**src/hdl/sfr_pkg.sv**
```systemverilog
// Shared types and constants for the stuffed frame receiver.
package sfr_pkg;

    localparam logic [7:0] ADDR_FLAG  = 8'h80;
    localparam logic [7:0] ESC_LIMIT  = 8'd4;

    localparam logic KIND_DATA   = 1'b0;
    localparam logic KIND_STATUS = 1'b1;

    localparam logic [1:0] REG_EXPECTED_TAG = 2'd0;
    localparam logic [1:0] REG_NODE_ADDRESS = 2'd1;

    typedef enum logic [2:0] {
        PH_TAG  = 3'd0,
        PH_ADDR = 3'd1,
        PH_LEN  = 3'd2,
        PH_DATA = 3'd3,
        PH_CSUM = 3'd4
    } t_phase;

    typedef enum logic [2:0] {
        ST_OK       = 3'd0,
        ST_TAG      = 3'd1,
        ST_ADDRESS  = 3'd2,
        ST_CHECKSUM = 3'd3,
        ST_ESCAPE   = 3'd4
    } t_status;

    typedef struct packed {
        logic [7:0] expected_tag;
        logic [6:0] node_address;
    } t_cfg;

    typedef struct packed {
        logic       kind;
        logic [7:0] data;
        logic [7:0] index;
        t_status    status;
        logic [7:0] length;
        logic       last;
    } t_result;

endpackage

```
**src/hdl/stuffed_frame_receiver.sv**
```systemverilog
// Byte-stuffed serial frame receiver top level.
// Takes one line byte per clock cycle while o_stall is low: the parser
// updates its frame state on every accepted beat, and a result beat goes
// into a QUEUE_DEPTH-entry result queue between parser and output register,
// from which the output register pops it. The input stalls only while that
// queue is full under output back-pressure. The user must write configuration
// (tag, node address) only while idle; the block does not enforce it.
module stuffed_frame_receiver #(
    parameter int QUEUE_DEPTH = 2
) (
    input  logic       i_clk,
    input  logic       i_rst_n,
    input  logic       i_valid,
    output logic       o_stall,
    input  logic [7:0] i_rx_byte,
    input  logic       i_cfg_we,
    input  logic [1:0] i_cfg_index,
    input  logic [7:0] i_cfg_data,
    output logic       o_valid,
    input  logic       i_stall,
    output logic       o_result_kind,
    output logic [7:0] o_data_byte,
    output logic [7:0] o_byte_index,
    output logic [2:0] o_frame_status,
    output logic [7:0] o_frame_length,
    output logic       o_last
);

    sfr_pkg::t_cfg    r_cfg;
    sfr_pkg::t_result w_push_data;
    sfr_pkg::t_result w_head;
    sfr_pkg::t_result w_beat;
    logic             w_accept;
    logic             w_push;
    logic             w_pop;
    logic             w_full;
    logic             w_empty;

    always_ff @(posedge i_clk) begin
        if (!i_rst_n) begin
            r_cfg <= '0;
        end else if (i_cfg_we) begin
            case (i_cfg_index)
                sfr_pkg::REG_EXPECTED_TAG: r_cfg.expected_tag <= i_cfg_data;
                sfr_pkg::REG_NODE_ADDRESS: r_cfg.node_address <= i_cfg_data[6:0];
                default: ;
            endcase
        end
    end

    assign o_stall  = w_full;
    assign w_accept = i_valid && !w_full;

    sfr_parser u_parser (
        .i_clk     (i_clk),
        .i_rst_n   (i_rst_n),
        .i_accept  (w_accept),
        .i_rx_byte (i_rx_byte),
        .i_cfg     (r_cfg),
        .o_push    (w_push),
        .o_result  (w_push_data)
    );

    sfr_queue #(
        .DEPTH (QUEUE_DEPTH)
    ) u_queue (
        .i_clk   (i_clk),
        .i_rst_n (i_rst_n),
        .i_push  (w_push),
        .i_data  (w_push_data),
        .i_pop   (w_pop),
        .o_full  (w_full),
        .o_empty (w_empty),
        .o_data  (w_head)
    );

    sfr_emitter u_emitter (
        .i_clk   (i_clk),
        .i_rst_n (i_rst_n),
        .i_empty (w_empty),
        .i_data  (w_head),
        .o_pop   (w_pop),
        .o_valid (o_valid),
        .i_stall (i_stall),
        .o_beat  (w_beat)
    );

    assign o_result_kind  = w_beat.kind;
    assign o_data_byte    = w_beat.data;
    assign o_byte_index   = w_beat.index;
    assign o_frame_status = w_beat.status;
    assign o_frame_length = w_beat.length;
    assign o_last         = w_beat.last;

endmodule

```
**src/hdl/sfr_parser.sv**
```systemverilog
// Front end: frame parser, one line byte per accepted beat.
module sfr_parser (
    input  logic             i_clk,
    input  logic             i_rst_n,
    input  logic             i_accept,
    input  logic [7:0]       i_rx_byte,
    input  sfr_pkg::t_cfg    i_cfg,
    output logic             o_push,
    output sfr_pkg::t_result o_result
);

    sfr_pkg::t_phase r_phase, n_phase;
    logic            r_esc, n_esc;
    logic [7:0]      r_sum, n_sum;
    logic [7:0]      r_len, n_len;
    logic [7:0]      r_seen, n_seen;

    logic            w_esc_phase;
    logic            w_low;
    logic            w_prefix;
    logic            w_bad;
    logic [7:0]      w_val;
    logic [7:0]      w_sum_add;
    logic [7:0]      w_seen_inc;
    logic            w_addr_ok;
    logic            w_res_valid;

    assign w_esc_phase = (r_phase == sfr_pkg::PH_LEN) || (r_phase == sfr_pkg::PH_DATA) ||
                         (r_phase == sfr_pkg::PH_CSUM);
    assign w_low      = i_rx_byte < sfr_pkg::ESC_LIMIT;
    assign w_prefix   = w_esc_phase && !r_esc && w_low;
    assign w_bad      = w_esc_phase && r_esc && w_low;
    assign w_val      = r_esc ? i_rx_byte - sfr_pkg::ESC_LIMIT : i_rx_byte;
    assign w_sum_add  = r_sum + w_val;
    assign w_seen_inc = r_seen + 8'd1;
    assign w_addr_ok  = ((i_rx_byte & sfr_pkg::ADDR_FLAG) != 8'd0) &&
                        (i_rx_byte[6:0] == i_cfg.node_address);

    // next state
    always_comb begin
        n_phase = r_phase;
        n_esc   = r_esc;
        n_sum   = r_sum;
        n_len   = r_len;
        n_seen  = r_seen;
        case (r_phase)
            sfr_pkg::PH_ADDR: begin
                if (!w_addr_ok) begin
                    n_phase = sfr_pkg::PH_TAG;
                    n_esc   = 1'b0;
                end else begin
                    n_sum   = i_rx_byte;
                    n_phase = sfr_pkg::PH_LEN;
                end
            end
            sfr_pkg::PH_LEN, sfr_pkg::PH_DATA, sfr_pkg::PH_CSUM: begin
                if (w_bad) begin
                    n_phase = sfr_pkg::PH_TAG;
                    n_esc   = 1'b0;
                end else if (w_prefix) begin
                    n_esc = 1'b1;
                end else begin
                    n_esc = 1'b0;
                    n_sum = w_sum_add;
                    if (r_phase == sfr_pkg::PH_LEN) begin
                        n_len   = w_val;
                        n_seen  = 8'd0;
                        n_phase = (w_val == 8'd0) ? sfr_pkg::PH_CSUM : sfr_pkg::PH_DATA;
                    end else if (r_phase == sfr_pkg::PH_DATA) begin
                        n_seen = w_seen_inc;
                        if (w_seen_inc >= r_len) begin
                            n_phase = sfr_pkg::PH_CSUM;
                        end
                    end else begin
                        n_phase = sfr_pkg::PH_TAG;
                    end
                end
            end
            default: begin
                if (i_rx_byte != i_cfg.expected_tag) begin
                    n_phase = sfr_pkg::PH_TAG;
                    n_esc   = 1'b0;
                end else begin
                    n_sum   = 8'd0;
                    n_len   = 8'd0;
                    n_seen  = 8'd0;
                    n_esc   = 1'b0;
                    n_phase = sfr_pkg::PH_ADDR;
                end
            end
        endcase
    end

    // result beat
    always_comb begin
        w_res_valid     = 1'b0;
        o_result.kind   = sfr_pkg::KIND_STATUS;
        o_result.data   = 8'd0;
        o_result.index  = 8'd0;
        o_result.status = sfr_pkg::ST_OK;
        o_result.length = 8'd0;
        o_result.last   = 1'b1;
        case (r_phase)
            sfr_pkg::PH_ADDR: begin
                if (!w_addr_ok) begin
                    w_res_valid     = 1'b1;
                    o_result.status = sfr_pkg::ST_ADDRESS;
                end
            end
            sfr_pkg::PH_LEN, sfr_pkg::PH_DATA, sfr_pkg::PH_CSUM: begin
                if (w_bad) begin
                    w_res_valid     = 1'b1;
                    o_result.status = sfr_pkg::ST_ESCAPE;
                    o_result.length = (r_phase == sfr_pkg::PH_LEN) ? 8'd0 : r_len;
                end else if (!w_prefix) begin
                    if (r_phase == sfr_pkg::PH_DATA) begin
                        w_res_valid     = 1'b1;
                        o_result.kind   = sfr_pkg::KIND_DATA;
                        o_result.data   = w_val;
                        o_result.index  = r_seen;
                        o_result.length = r_len;
                        o_result.last   = 1'b0;
                    end else if (r_phase == sfr_pkg::PH_CSUM) begin
                        w_res_valid     = 1'b1;
                        o_result.status = (w_sum_add == 8'd0) ? sfr_pkg::ST_OK
                                                              : sfr_pkg::ST_CHECKSUM;
                        o_result.length = r_len;
                    end
                end
            end
            default: begin
                if (i_rx_byte != i_cfg.expected_tag) begin
                    w_res_valid     = 1'b1;
                    o_result.status = sfr_pkg::ST_TAG;
                end
            end
        endcase
    end

    assign o_push = i_accept && w_res_valid;

    always_ff @(posedge i_clk) begin
        if (!i_rst_n) begin
            r_phase <= sfr_pkg::PH_TAG;
            r_esc   <= 1'b0;
            r_sum   <= 8'd0;
            r_len   <= 8'd0;
            r_seen  <= 8'd0;
        end else if (i_accept) begin
            r_phase <= n_phase;
            r_esc   <= n_esc;
            r_sum   <= n_sum;
            r_len   <= n_len;
            r_seen  <= n_seen;
        end
    end

endmodule

```
**src/hdl/sfr_queue.sv**
```systemverilog
// Short result queue between parser and output stage.
module sfr_queue #(
    parameter int DEPTH = 2
) (
    input  logic             i_clk,
    input  logic             i_rst_n,
    input  logic             i_push,
    input  sfr_pkg::t_result i_data,
    input  logic             i_pop,
    output logic             o_full,
    output logic             o_empty,
    output sfr_pkg::t_result o_data
);

    localparam int PTR_W = $clog2(DEPTH);
    localparam int CNT_W = $clog2(DEPTH + 1);

    sfr_pkg::t_result   r_mem [DEPTH];
    logic [PTR_W-1:0]   r_head, n_head;
    logic [PTR_W-1:0]   r_tail, n_tail;
    logic [CNT_W-1:0]   r_count, n_count;

    assign o_full  = r_count == CNT_W'(DEPTH);
    assign o_empty = r_count == '0;
    assign o_data  = r_mem[r_head];

    always_comb begin
        n_head  = r_head;
        n_tail  = r_tail;
        n_count = r_count;
        if (i_push) begin
            n_tail = (r_tail == PTR_W'(DEPTH - 1)) ? '0 : r_tail + PTR_W'(1);
        end
        if (i_pop) begin
            n_head = (r_head == PTR_W'(DEPTH - 1)) ? '0 : r_head + PTR_W'(1);
        end
        if (i_push && !i_pop) begin
            n_count = r_count + CNT_W'(1);
        end else if (i_pop && !i_push) begin
            n_count = r_count - CNT_W'(1);
        end
    end

    always_ff @(posedge i_clk) begin
        if (i_push) begin
            r_mem[r_tail] <= i_data;
        end
    end

    always_ff @(posedge i_clk) begin
        if (!i_rst_n) begin
            r_head  <= '0;
            r_tail  <= '0;
            r_count <= '0;
        end else begin
            r_head  <= n_head;
            r_tail  <= n_tail;
            r_count <= n_count;
        end
    end

endmodule

```
**src/hdl/sfr_emitter.sv**
```systemverilog
// Back end: output register that drains the result queue.
module sfr_emitter (
    input  logic             i_clk,
    input  logic             i_rst_n,
    input  logic             i_empty,
    input  sfr_pkg::t_result i_data,
    output logic             o_pop,
    output logic             o_valid,
    input  logic             i_stall,
    output sfr_pkg::t_result o_beat
);

    logic             r_valid;
    sfr_pkg::t_result r_beat;

    assign o_pop   = !i_empty && (!r_valid || !i_stall);
    assign o_valid = r_valid;
    assign o_beat  = r_beat;

    always_ff @(posedge i_clk) begin
        if (!i_rst_n) begin
            r_valid <= 1'b0;
        end else if (!r_valid || !i_stall) begin
            r_valid <= !i_empty;
        end
    end

    always_ff @(posedge i_clk) begin
        if (o_pop) begin
            r_beat <= i_data;
        end
    end

endmodule

```
**config.mk**
```make
export PLATFORM = sky130hd
export DESIGN_NAME = stuffed_frame_receiver
export DESIGN_NICKNAME = d
export VERILOG_FILES = /design/src/hdl/sfr_pkg.sv /design/src/hdl/stuffed_frame_receiver.sv /design/src/hdl/sfr_parser.sv /design/src/hdl/sfr_queue.sv /design/src/hdl/sfr_emitter.sv
export SDC_FILE = /design/constraint.sdc
export NUM_CORES = 1
export LEC_CHECK = 0
export BUFFER_PORTS_ARGS = -buffer_cell sky130_fd_sc_hd__buf_4
export CORE_MARGIN = 2
export CORE_UTILIZATION = 60
export CTS_CLUSTER_DIAMETER = 100
export DETAILED_ROUTE_END_ITERATION = 12
export MAX_ROUTING_LAYER = met4
export PLACE_DENSITY = 0.78
export SYNTH_ARGS = -nofsm -noshare
export SYNTH_HDL_FRONTEND = slang
export SYNTH_SLANG_ARGS = --single-unit
export TNS_END_PERCENT = 5
```
**constraint.sdc**
```tcl
create_clock -name i_clk -period 5.6 [get_ports i_clk]
set_input_delay 0.84 -clock i_clk [delete_from_list [all_inputs] [get_ports i_clk]]
set_output_delay 0.84 -clock i_clk [all_outputs]
set_load 0.02 [all_outputs]
```
==> flow_metrics.env, run 1 <==
export IMPL_cts_made_buffers=17
export IMPL_gp_congestion=0.8784
export IMPL_place_port_buffers=53
export IMPL_outcome="finished clean"
export IMPL_clock_skew_ns=0.007491
export IMPL_cp_slowest_cell="nor3b_2"
export IMPL_synth_seq_cells=132
export IMPL_maxSlewHeadroom=0.2271
export IMPL_drv_slew=0
export IMPL_synth_distinct_cells=63
export IMPL_die_x_um=105.9
export IMPL_drive_gt1_frac=0.2275
export IMPL_whs_path_depth=2
export IMPL_fin_nets=618
export IMPL_die_area_um2=11210
export IMPL_tns_ns=0
export IMPL_tightestPinTransition_ns=1.158
export IMPL_dp_hpwl_mm=8.647
export IMPL_maxCapViolCount=0
export IMPL_wl_mm=12.73
export IMPL_route_vias_total=4214
export IMPL_rrSetupSlack_ns=2.29
export IMPL_avgSynthCellArea_um2=11.89
export IMPL_detail_route_iter0_violations=299
export IMPL_first_pass_iters=5
export IMPL_drt_wirelength_per_cell_um=17.56
export IMPL_use_met1=0.3012
export IMPL_grt_pass1_vias=4180
export IMPL_hold_ws_ns=0.4806
export IMPL_finalSetupViolCount=0
export IMPL_seq_area_frac_synth=0.5593
export IMPL_path_cells="nor3b_2 -> o21ai_1 -> o21a_1 -> a21oi_1 -> ha_1 -> or3_1 -> a21oi_1"
export IMPL_grt_max_degree=36
export IMPL_io_pins=54
export IMPL_vdd_ir_drop_max_mv=0.2117
export IMPL_area_growth_pct=16.45
export IMPL_fmax_mhz=302.3
export IMPL_cts_buffer_depth=2
export IMPL_initial_utilization=0.6115
export IMPL_hold_class="reg2reg"
export IMPL_synthCells=524
export IMPL_worstRegToRegCells=7
export IMPL_dieHeight_um=105.9
export IMPL_post_cts_resized=0
export IMPL_netlist_area_um2=6228
export IMPL_fp_row_count=37
export IMPL_cts_sinks=132
export IMPL_cts_hold_buf=0
export IMPL_h_tree_depth=4
export IMPL_cpPeakStageDelay_ns=0.64
export IMPL_overflow=0
export IMPL_rsz0062_at_grt="no"
export IMPL_busiest_layer="met2"
export IMPL_async_flop_share=0
export IMPL_met3_usage=0.04762
export IMPL_viasPerCell=5.812
export IMPL_drc=0
export IMPL_syn_num_nets=566
export IMPL_cp_common_cell="a21oi_1"
export IMPL_post_route_min_period_ns=3.307
export IMPL_core_um2=10180
export IMPL_globalRouteMet2Util=0.4065
export IMPL_n_antenna_cell=0
export IMPL_worstSetupPathType="reg2reg"
export IMPL_endpoint_kind="flip-flop"
export IMPL_cts_tree="yes"
export IMPL_synth_edf_count=84
export IMPL_worst_ep_required_time_ns=6.03
export IMPL_insertion_delay_ns=0.52
export IMPL_cts_setup_buffers=0
export IMPL_path_max_fanout=11
export IMPL_synth_ff_type="edfxtp_1"
export IMPL_startpoint_type="flip-flop"
export IMPL_grt_pass1_wl_mm=20.54
export IMPL_antenna_found_initial=0
export IMPL_cts_root_buffer="clkbuf_8"
export IMPL_p_leak_nw=2.677
export IMPL_powerDensity_nw_per_um2=444.9
export IMPL_track_usage=0.2485
export IMPL_fin_crit_sh=0.5906
export IMPL_synth_warnings=0
export IMPL_ant_nets=0
export IMPL_crit_arrival_ns=3.73
export IMPL_path_clk_slew_ns=0.06
export IMPL_finalHoldViolations=0
[report_power, final]
part | internal, mW | switching, mW
registers | 1.30 | 0.0681
clock network | 0.593 | 0.420
logic | 0.339 | 0.505
[registers in the layout, summed over array words and instances (netlist names)]
register,cells
u_parser.r_seen,8
u_emitter.o_valid,1
u_parser.r_sum,8
u_queue.r_tail,1
u_parser.r_esc,1
u_emitter.o_beat,28
u_parser.r_phase,3
u_queue.r_count,2
r_cfg,15
u_queue.r_mem,56
u_queue.r_head,1
u_parser.r_len,8
[metal layers]
| layer | share of wire | vias up |
|---|---|---|
| met3 | 0.058 | 29 |
| met2 | 0.49 | 154 |
| met4 | 0.021 | 0 |
| li1 | - | 2024 |
| met5 | 0 | - |
| met1 | 0.43 | 2007 |
[layout make-up]
cell class | count | area, um^2
Clock inverter | 14 | 127.6
Fill cell | 747 | 2932
Clock buffer | 18 | 417.9
Inverter | 21 | 78.83
Sequential cell | 132 | 3483
Tap cell | 136 | 170.2
Multi-Input combinational cell | 347 | 2547
Timing Repair Buffer | 57 | 427.9
[synthesized netlist by cell type (all sizes together) (3+ instances only)]
| master | number | area, um^2 |
|---|---|---|
| nor2 | 39 | 153.9 |
| mux2i | 25 | 250.2 |
| xnor2 | 26 | 227.7 |
| dfxtp | 48 | 960.9 |
| a21oi | 29 | 156.4 |
| o21a | 3 | 22.52 |
| a211oi | 4 | 30.03 |
| clkbuf | 9 | 33.78 |
| and2 | 24 | 150.1 |
| edfxtp | 84 | 2522 |
| nor3b | 4 | 35.03 |
| ha | 18 | 225.2 |
| mux2 | 28 | 315.3 |
| nor3 | 17 | 101.4 |
| nand4 | 4 | 25.02 |
| o31ai | 3 | 22.52 |
| nand2b | 4 | 25.02 |
| buf | 15 | 87.58 |
| a221oi | 6 | 52.55 |
| nand2 | 30 | 112.6 |
| o21ai | 17 | 85.08 |
| or2 | 7 | 46.30 |
| a31oi | 5 | 31.28 |
| nand3 | 12 | 60.06 |
| xor2 | 10 | 87.58 |
| or3 | 4 | 26.28 |
| inv | 20 | 75.07 |
[cell usage in the layout (no fill, tap or decap), types with 5 or more instances in the layout]
cell / synthesis / routed
a21oi_1: 28 / 28
and2_1: 24 / 24
or2_2: 6 / 6
nand3_1: 12 / 12
xnor2_1: 26 / 26
buf_4: 4 / 57
a31oi_1: 5 / 5
nand2_1: 30 / 30
edfxtp_1: 84 / 84
mux2_2: 28 / 28
dfxtp_1: 48 / 48
a221oi_1: 6 / 6
mux2i_1: 25 / 25
inv_1: 20 / 20
o21ai_0: 15 / 15
inv_6: 0 / 5
clkbuf_16: 0 / 16
nor2_1: 36 / 36
nor3_1: 15 / 15
ha_1: 18 / 18
xor2_1: 10 / 10
[critical path, delay by kind of cell (launching register included)]
| kind | cells | cell delay [ns] |
|---|---|---|
| DFF | 1 | 0.55 |
| and+or+nand+nor | 2 | 0.99 |
| AOI/OAI and AO/OA | 4 | 1.30 |
| adders and majority gates | 1 | 0.36 |
[logic make-up after synthesis]
logic type	after synthesis	share of synthesized area
DFF	132	0.5593
adders and majority gates	19	0.03937
buffers and inverters	45	0.03214
xor gates and xnor gates	37	0.05424
AOI/OAI and AO/OA	86	0.09643
muxes	53	0.09080
and+or+nand+nor	152	0.1278
[through the flow]
stage	utilization	std cells	worst slack (ns)	power (mW)	instance area (um^2)
after floorplan	-	524	1.780	1.938	6228
after global placement	0.6586	693	2.209	2.203	6708
after detailed placement	0.6586	693	1.990	2.228	6708
after CTS	0.7122	725	2.372	3.246	7253
after global routing	0.7122	725	2.139	3.367	7253
final	0.7122	725	2.293	3.227	7253
[final timing paths]
| path | from | endpoint |
|---|---|---|
| setup / recovery | u_parser.r_phase[0] | u_queue.r_count[1] |
| hold / removal | u_parser.r_sum[7] | u_parser.r_sum[7] |
| setup reg to reg | u_parser.r_phase[0] | u_queue.r_count[1] |
| hold reg to reg | u_parser.r_sum[7] | u_parser.r_sum[7] |
No activity file was read; power rests on OpenSTA's default activity.
==> run 2, diff against run 1 <==
--- a/config.mk
+++ b/config.mk
@@ -7,11 +7,11 @@
 export LEC_CHECK = 0
 export BUFFER_PORTS_ARGS = -buffer_cell sky130_fd_sc_hd__buf_4
 export CORE_MARGIN = 2
-export CORE_UTILIZATION = 60
+export CORE_UTILIZATION = 54
 export CTS_CLUSTER_DIAMETER = 100
 export DETAILED_ROUTE_END_ITERATION = 12
 export MAX_ROUTING_LAYER = met4
-export PLACE_DENSITY = 0.78
+export PLACE_DENSITY = 0.74
 export SYNTH_ARGS = -nofsm -noshare
 export SYNTH_HDL_FRONTEND = slang
 export SYNTH_SLANG_ARGS = --single-unit
==> constraint.sdc (replaced) <==
create_clock -name i_clk -period 2.7 [get_ports i_clk]
set_input_delay 0.405 -clock i_clk [delete_from_list [all_inputs] [get_ports i_clk]]
set_output_delay 0.405 -clock i_clk [all_outputs]
set_load 0.02 [all_outputs]
==> flow_metrics.env, run 2 (synthesized netlist as in run 1, its figures left out) <==
export IMPL_failed_checks="setup timing"
export IMPL_gp_congestion=0.9121
export IMPL_ant_nets=0
export IMPL_detail_route_iter0_violations=286
export IMPL_path_clk_slew_ns=0.06
export IMPL_cp_slowest_cell="or4_1"
export IMPL_core_um2=11320
export IMPL_area_growth_pct=24.93
export IMPL_dp_worst_setup_slack_ns=-0.1972
export IMPL_dieHeight_um=111.4
export IMPL_post_route_min_period_ns=2.700
export IMPL_worst_ep_required_time_ns=3.04
export IMPL_path_max_fanout=5
export IMPL_antenna_found_initial=0
export IMPL_largest_reg_flops=56
export IMPL_cts_buffer_depth=2
export IMPL_drive_gt1_frac=0.3036
export IMPL_path_cells="nand3_1 -> or2_2 -> nor2_2 -> xor2_1 -> ha_1 -> nand3_2 -> o22ai_2 -> nor4b_2 -> o31a_1 -> or4_1 -> a21oi_1"
export IMPL_h_tree_depth=4
export IMPL_finalHoldViolations=0
export IMPL_maxCapViolCount=0
export IMPL_outcome="finished with violations"
export IMPL_cts_made_buffers=17
export IMPL_hold_ws_ns=0.2332
export IMPL_grt_max_degree=30
export IMPL_fp_row_count=39
export IMPL_initial_utilization=0.5502
export IMPL_clock_skew_ns=0.009017
export IMPL_p_leak_nw=2.992
export IMPL_grt_pass1_vias=4471
export IMPL_largest_register="u_queue.r_mem"
export IMPL_tightestPinTransition_ns=0.7410
export IMPL_route_vias_total=4350
export IMPL_cts_hold_buf=0
export IMPL_power_mw=7.151
export IMPL_insertion_delay_ns=0.41
export IMPL_first_pass_iters=7
export IMPL_cts_tree="yes"
export IMPL_track_usage=0.2356
export IMPL_fin_crit_sh=1.000
export IMPL_vdd_ir_drop_max_mv=0.5661
export IMPL_maxSlewHeadroom=0.5060
export IMPL_fmax_mhz=370.3
export IMPL_rsz0062_at_grt="yes"
export IMPL_dp_hpwl_mm=9.460
export IMPL_startpoint_type="flip-flop"
export IMPL_drc=0
export IMPL_worst_slack_ns=-0.0003295
export IMPL_die_area_um2=12410
export IMPL_critical_path_top_delay_family="simple AND/OR/NAND/NOR gates"
export IMPL_cts_sinks=132
export IMPL_nFillCells=863
export IMPL_endpoint_kind="flip-flop"
export IMPL_crit_arrival_ns=3.04
export IMPL_grt_pass1_wl_mm=22.00
export IMPL_layout_common_cells="105 x buf_4, 84 x edfxtp_1, 46 x dfxtp_1"
export IMPL_layout_commonest_cell="buf_4"
export IMPL_place_port_buffers=53
export IMPL_fin_nets=668
export IMPL_wl_mm=13.51
export IMPL_drv_slew=0
export IMPL_drt_wirelength_per_cell_um=17.28
export IMPL_cpPeakStageDelay_ns=0.52
export IMPL_powerDensity_nw_per_um2=919.0
export IMPL_n_antenna_cell=0
export IMPL_io_pins=54
export IMPL_viasPerCell=5.563
export IMPL_die_x_um=111.4
export IMPL_overflow=0
export IMPL_finalSetupViolCount=1
export IMPL_cts_root_buffer="clkbuf_16"
export IMPL_hold_class="in2reg"
export IMPL_worstSetupPathType="reg2reg"
export IMPL_critPathBufInv=0
[run 2: cell types whose count changed in the layout (fill, tap and decap cells not counted), sizes merged]
cell / before / now
buf: 57 / 107
bufinv: 1 / 4
clkbuf: 18 / 19
clkinv: 4 / 6
clkinvlp: 4 / 3
inv: 26 / 21
[run 2: where the power goes]
group / internal, mW / switching (mW) / leakage, nW
sequential: 2.69 / 0.147 / 1.19
clock: 1.54 / 0.846 / 0.291
combinational: 0.838 / 1.09 / 1.51
total: 5.07 / 2.08 / 2.99
[run 2: layout make-up]
class	instances	area, um^2	share of cell area
sequential	132	3486	0.4480
clock buffer	19	432.9	0.05564
tap	143	178.9	0.02299
clock inverter	13	182.7	0.02348
multi-input combinational	347	2594	0.3333
inverter	21	78.83	0.01013
timing repair buffer	107	828.3	0.1064
[run 2: per-layer routing]
layer,up-vias,track usage,wire length [um]
met5,-,-,0
met1,2080,0.2819,5943
met2,123,0.3785,6585
met4,0,0.1078,361
met3,32,0.05934,619
li1,2115,-,-
[run 2: worst min-delay path, cell delays in order]
cell     delay (ns)
buf_4          0.08
mux2i_1        0.05
nor2_1         0.07
[run 2: stage by stage]
stage / std cells / util / setup TNS, ns / cell area (um^2)
floorplan: 524 / - / -2.688 / 6236
global placement: 748 / 0.6278 / -0.4048 / 7107
detailed placement: 748 / 0.6278 / -0.8352 / 7107
CTS: 780 / 0.6829 / 0 / 7731
global route: 782 / 0.6873 / -0.1327 / 7781
finish: 782 / 0.6873 / -0.0003295 / 7781
[run 2: path summary, 6_finish.rpt]
kind	from	to	slack, ns	cells past startpoint
max	u_parser.r_seen[0]	u_parser.r_phase[2]	-0.0003	11
min	i_cfg_data[5]	r_cfg[5]	0.23	3
max reg2reg	u_parser.r_seen[0]	u_parser.r_phase[2]	-0.0003	11
min reg2reg	u_parser.r_sum[7]	u_parser.r_sum[7]	0.48	2
[run 2: timing repair]
item | in CTS | in global routing
pin swaps | 0 | 2
resized for setup | 3 | 10
setup endpoints to repair | 3 | 8
buffers inserted | 0 | 2
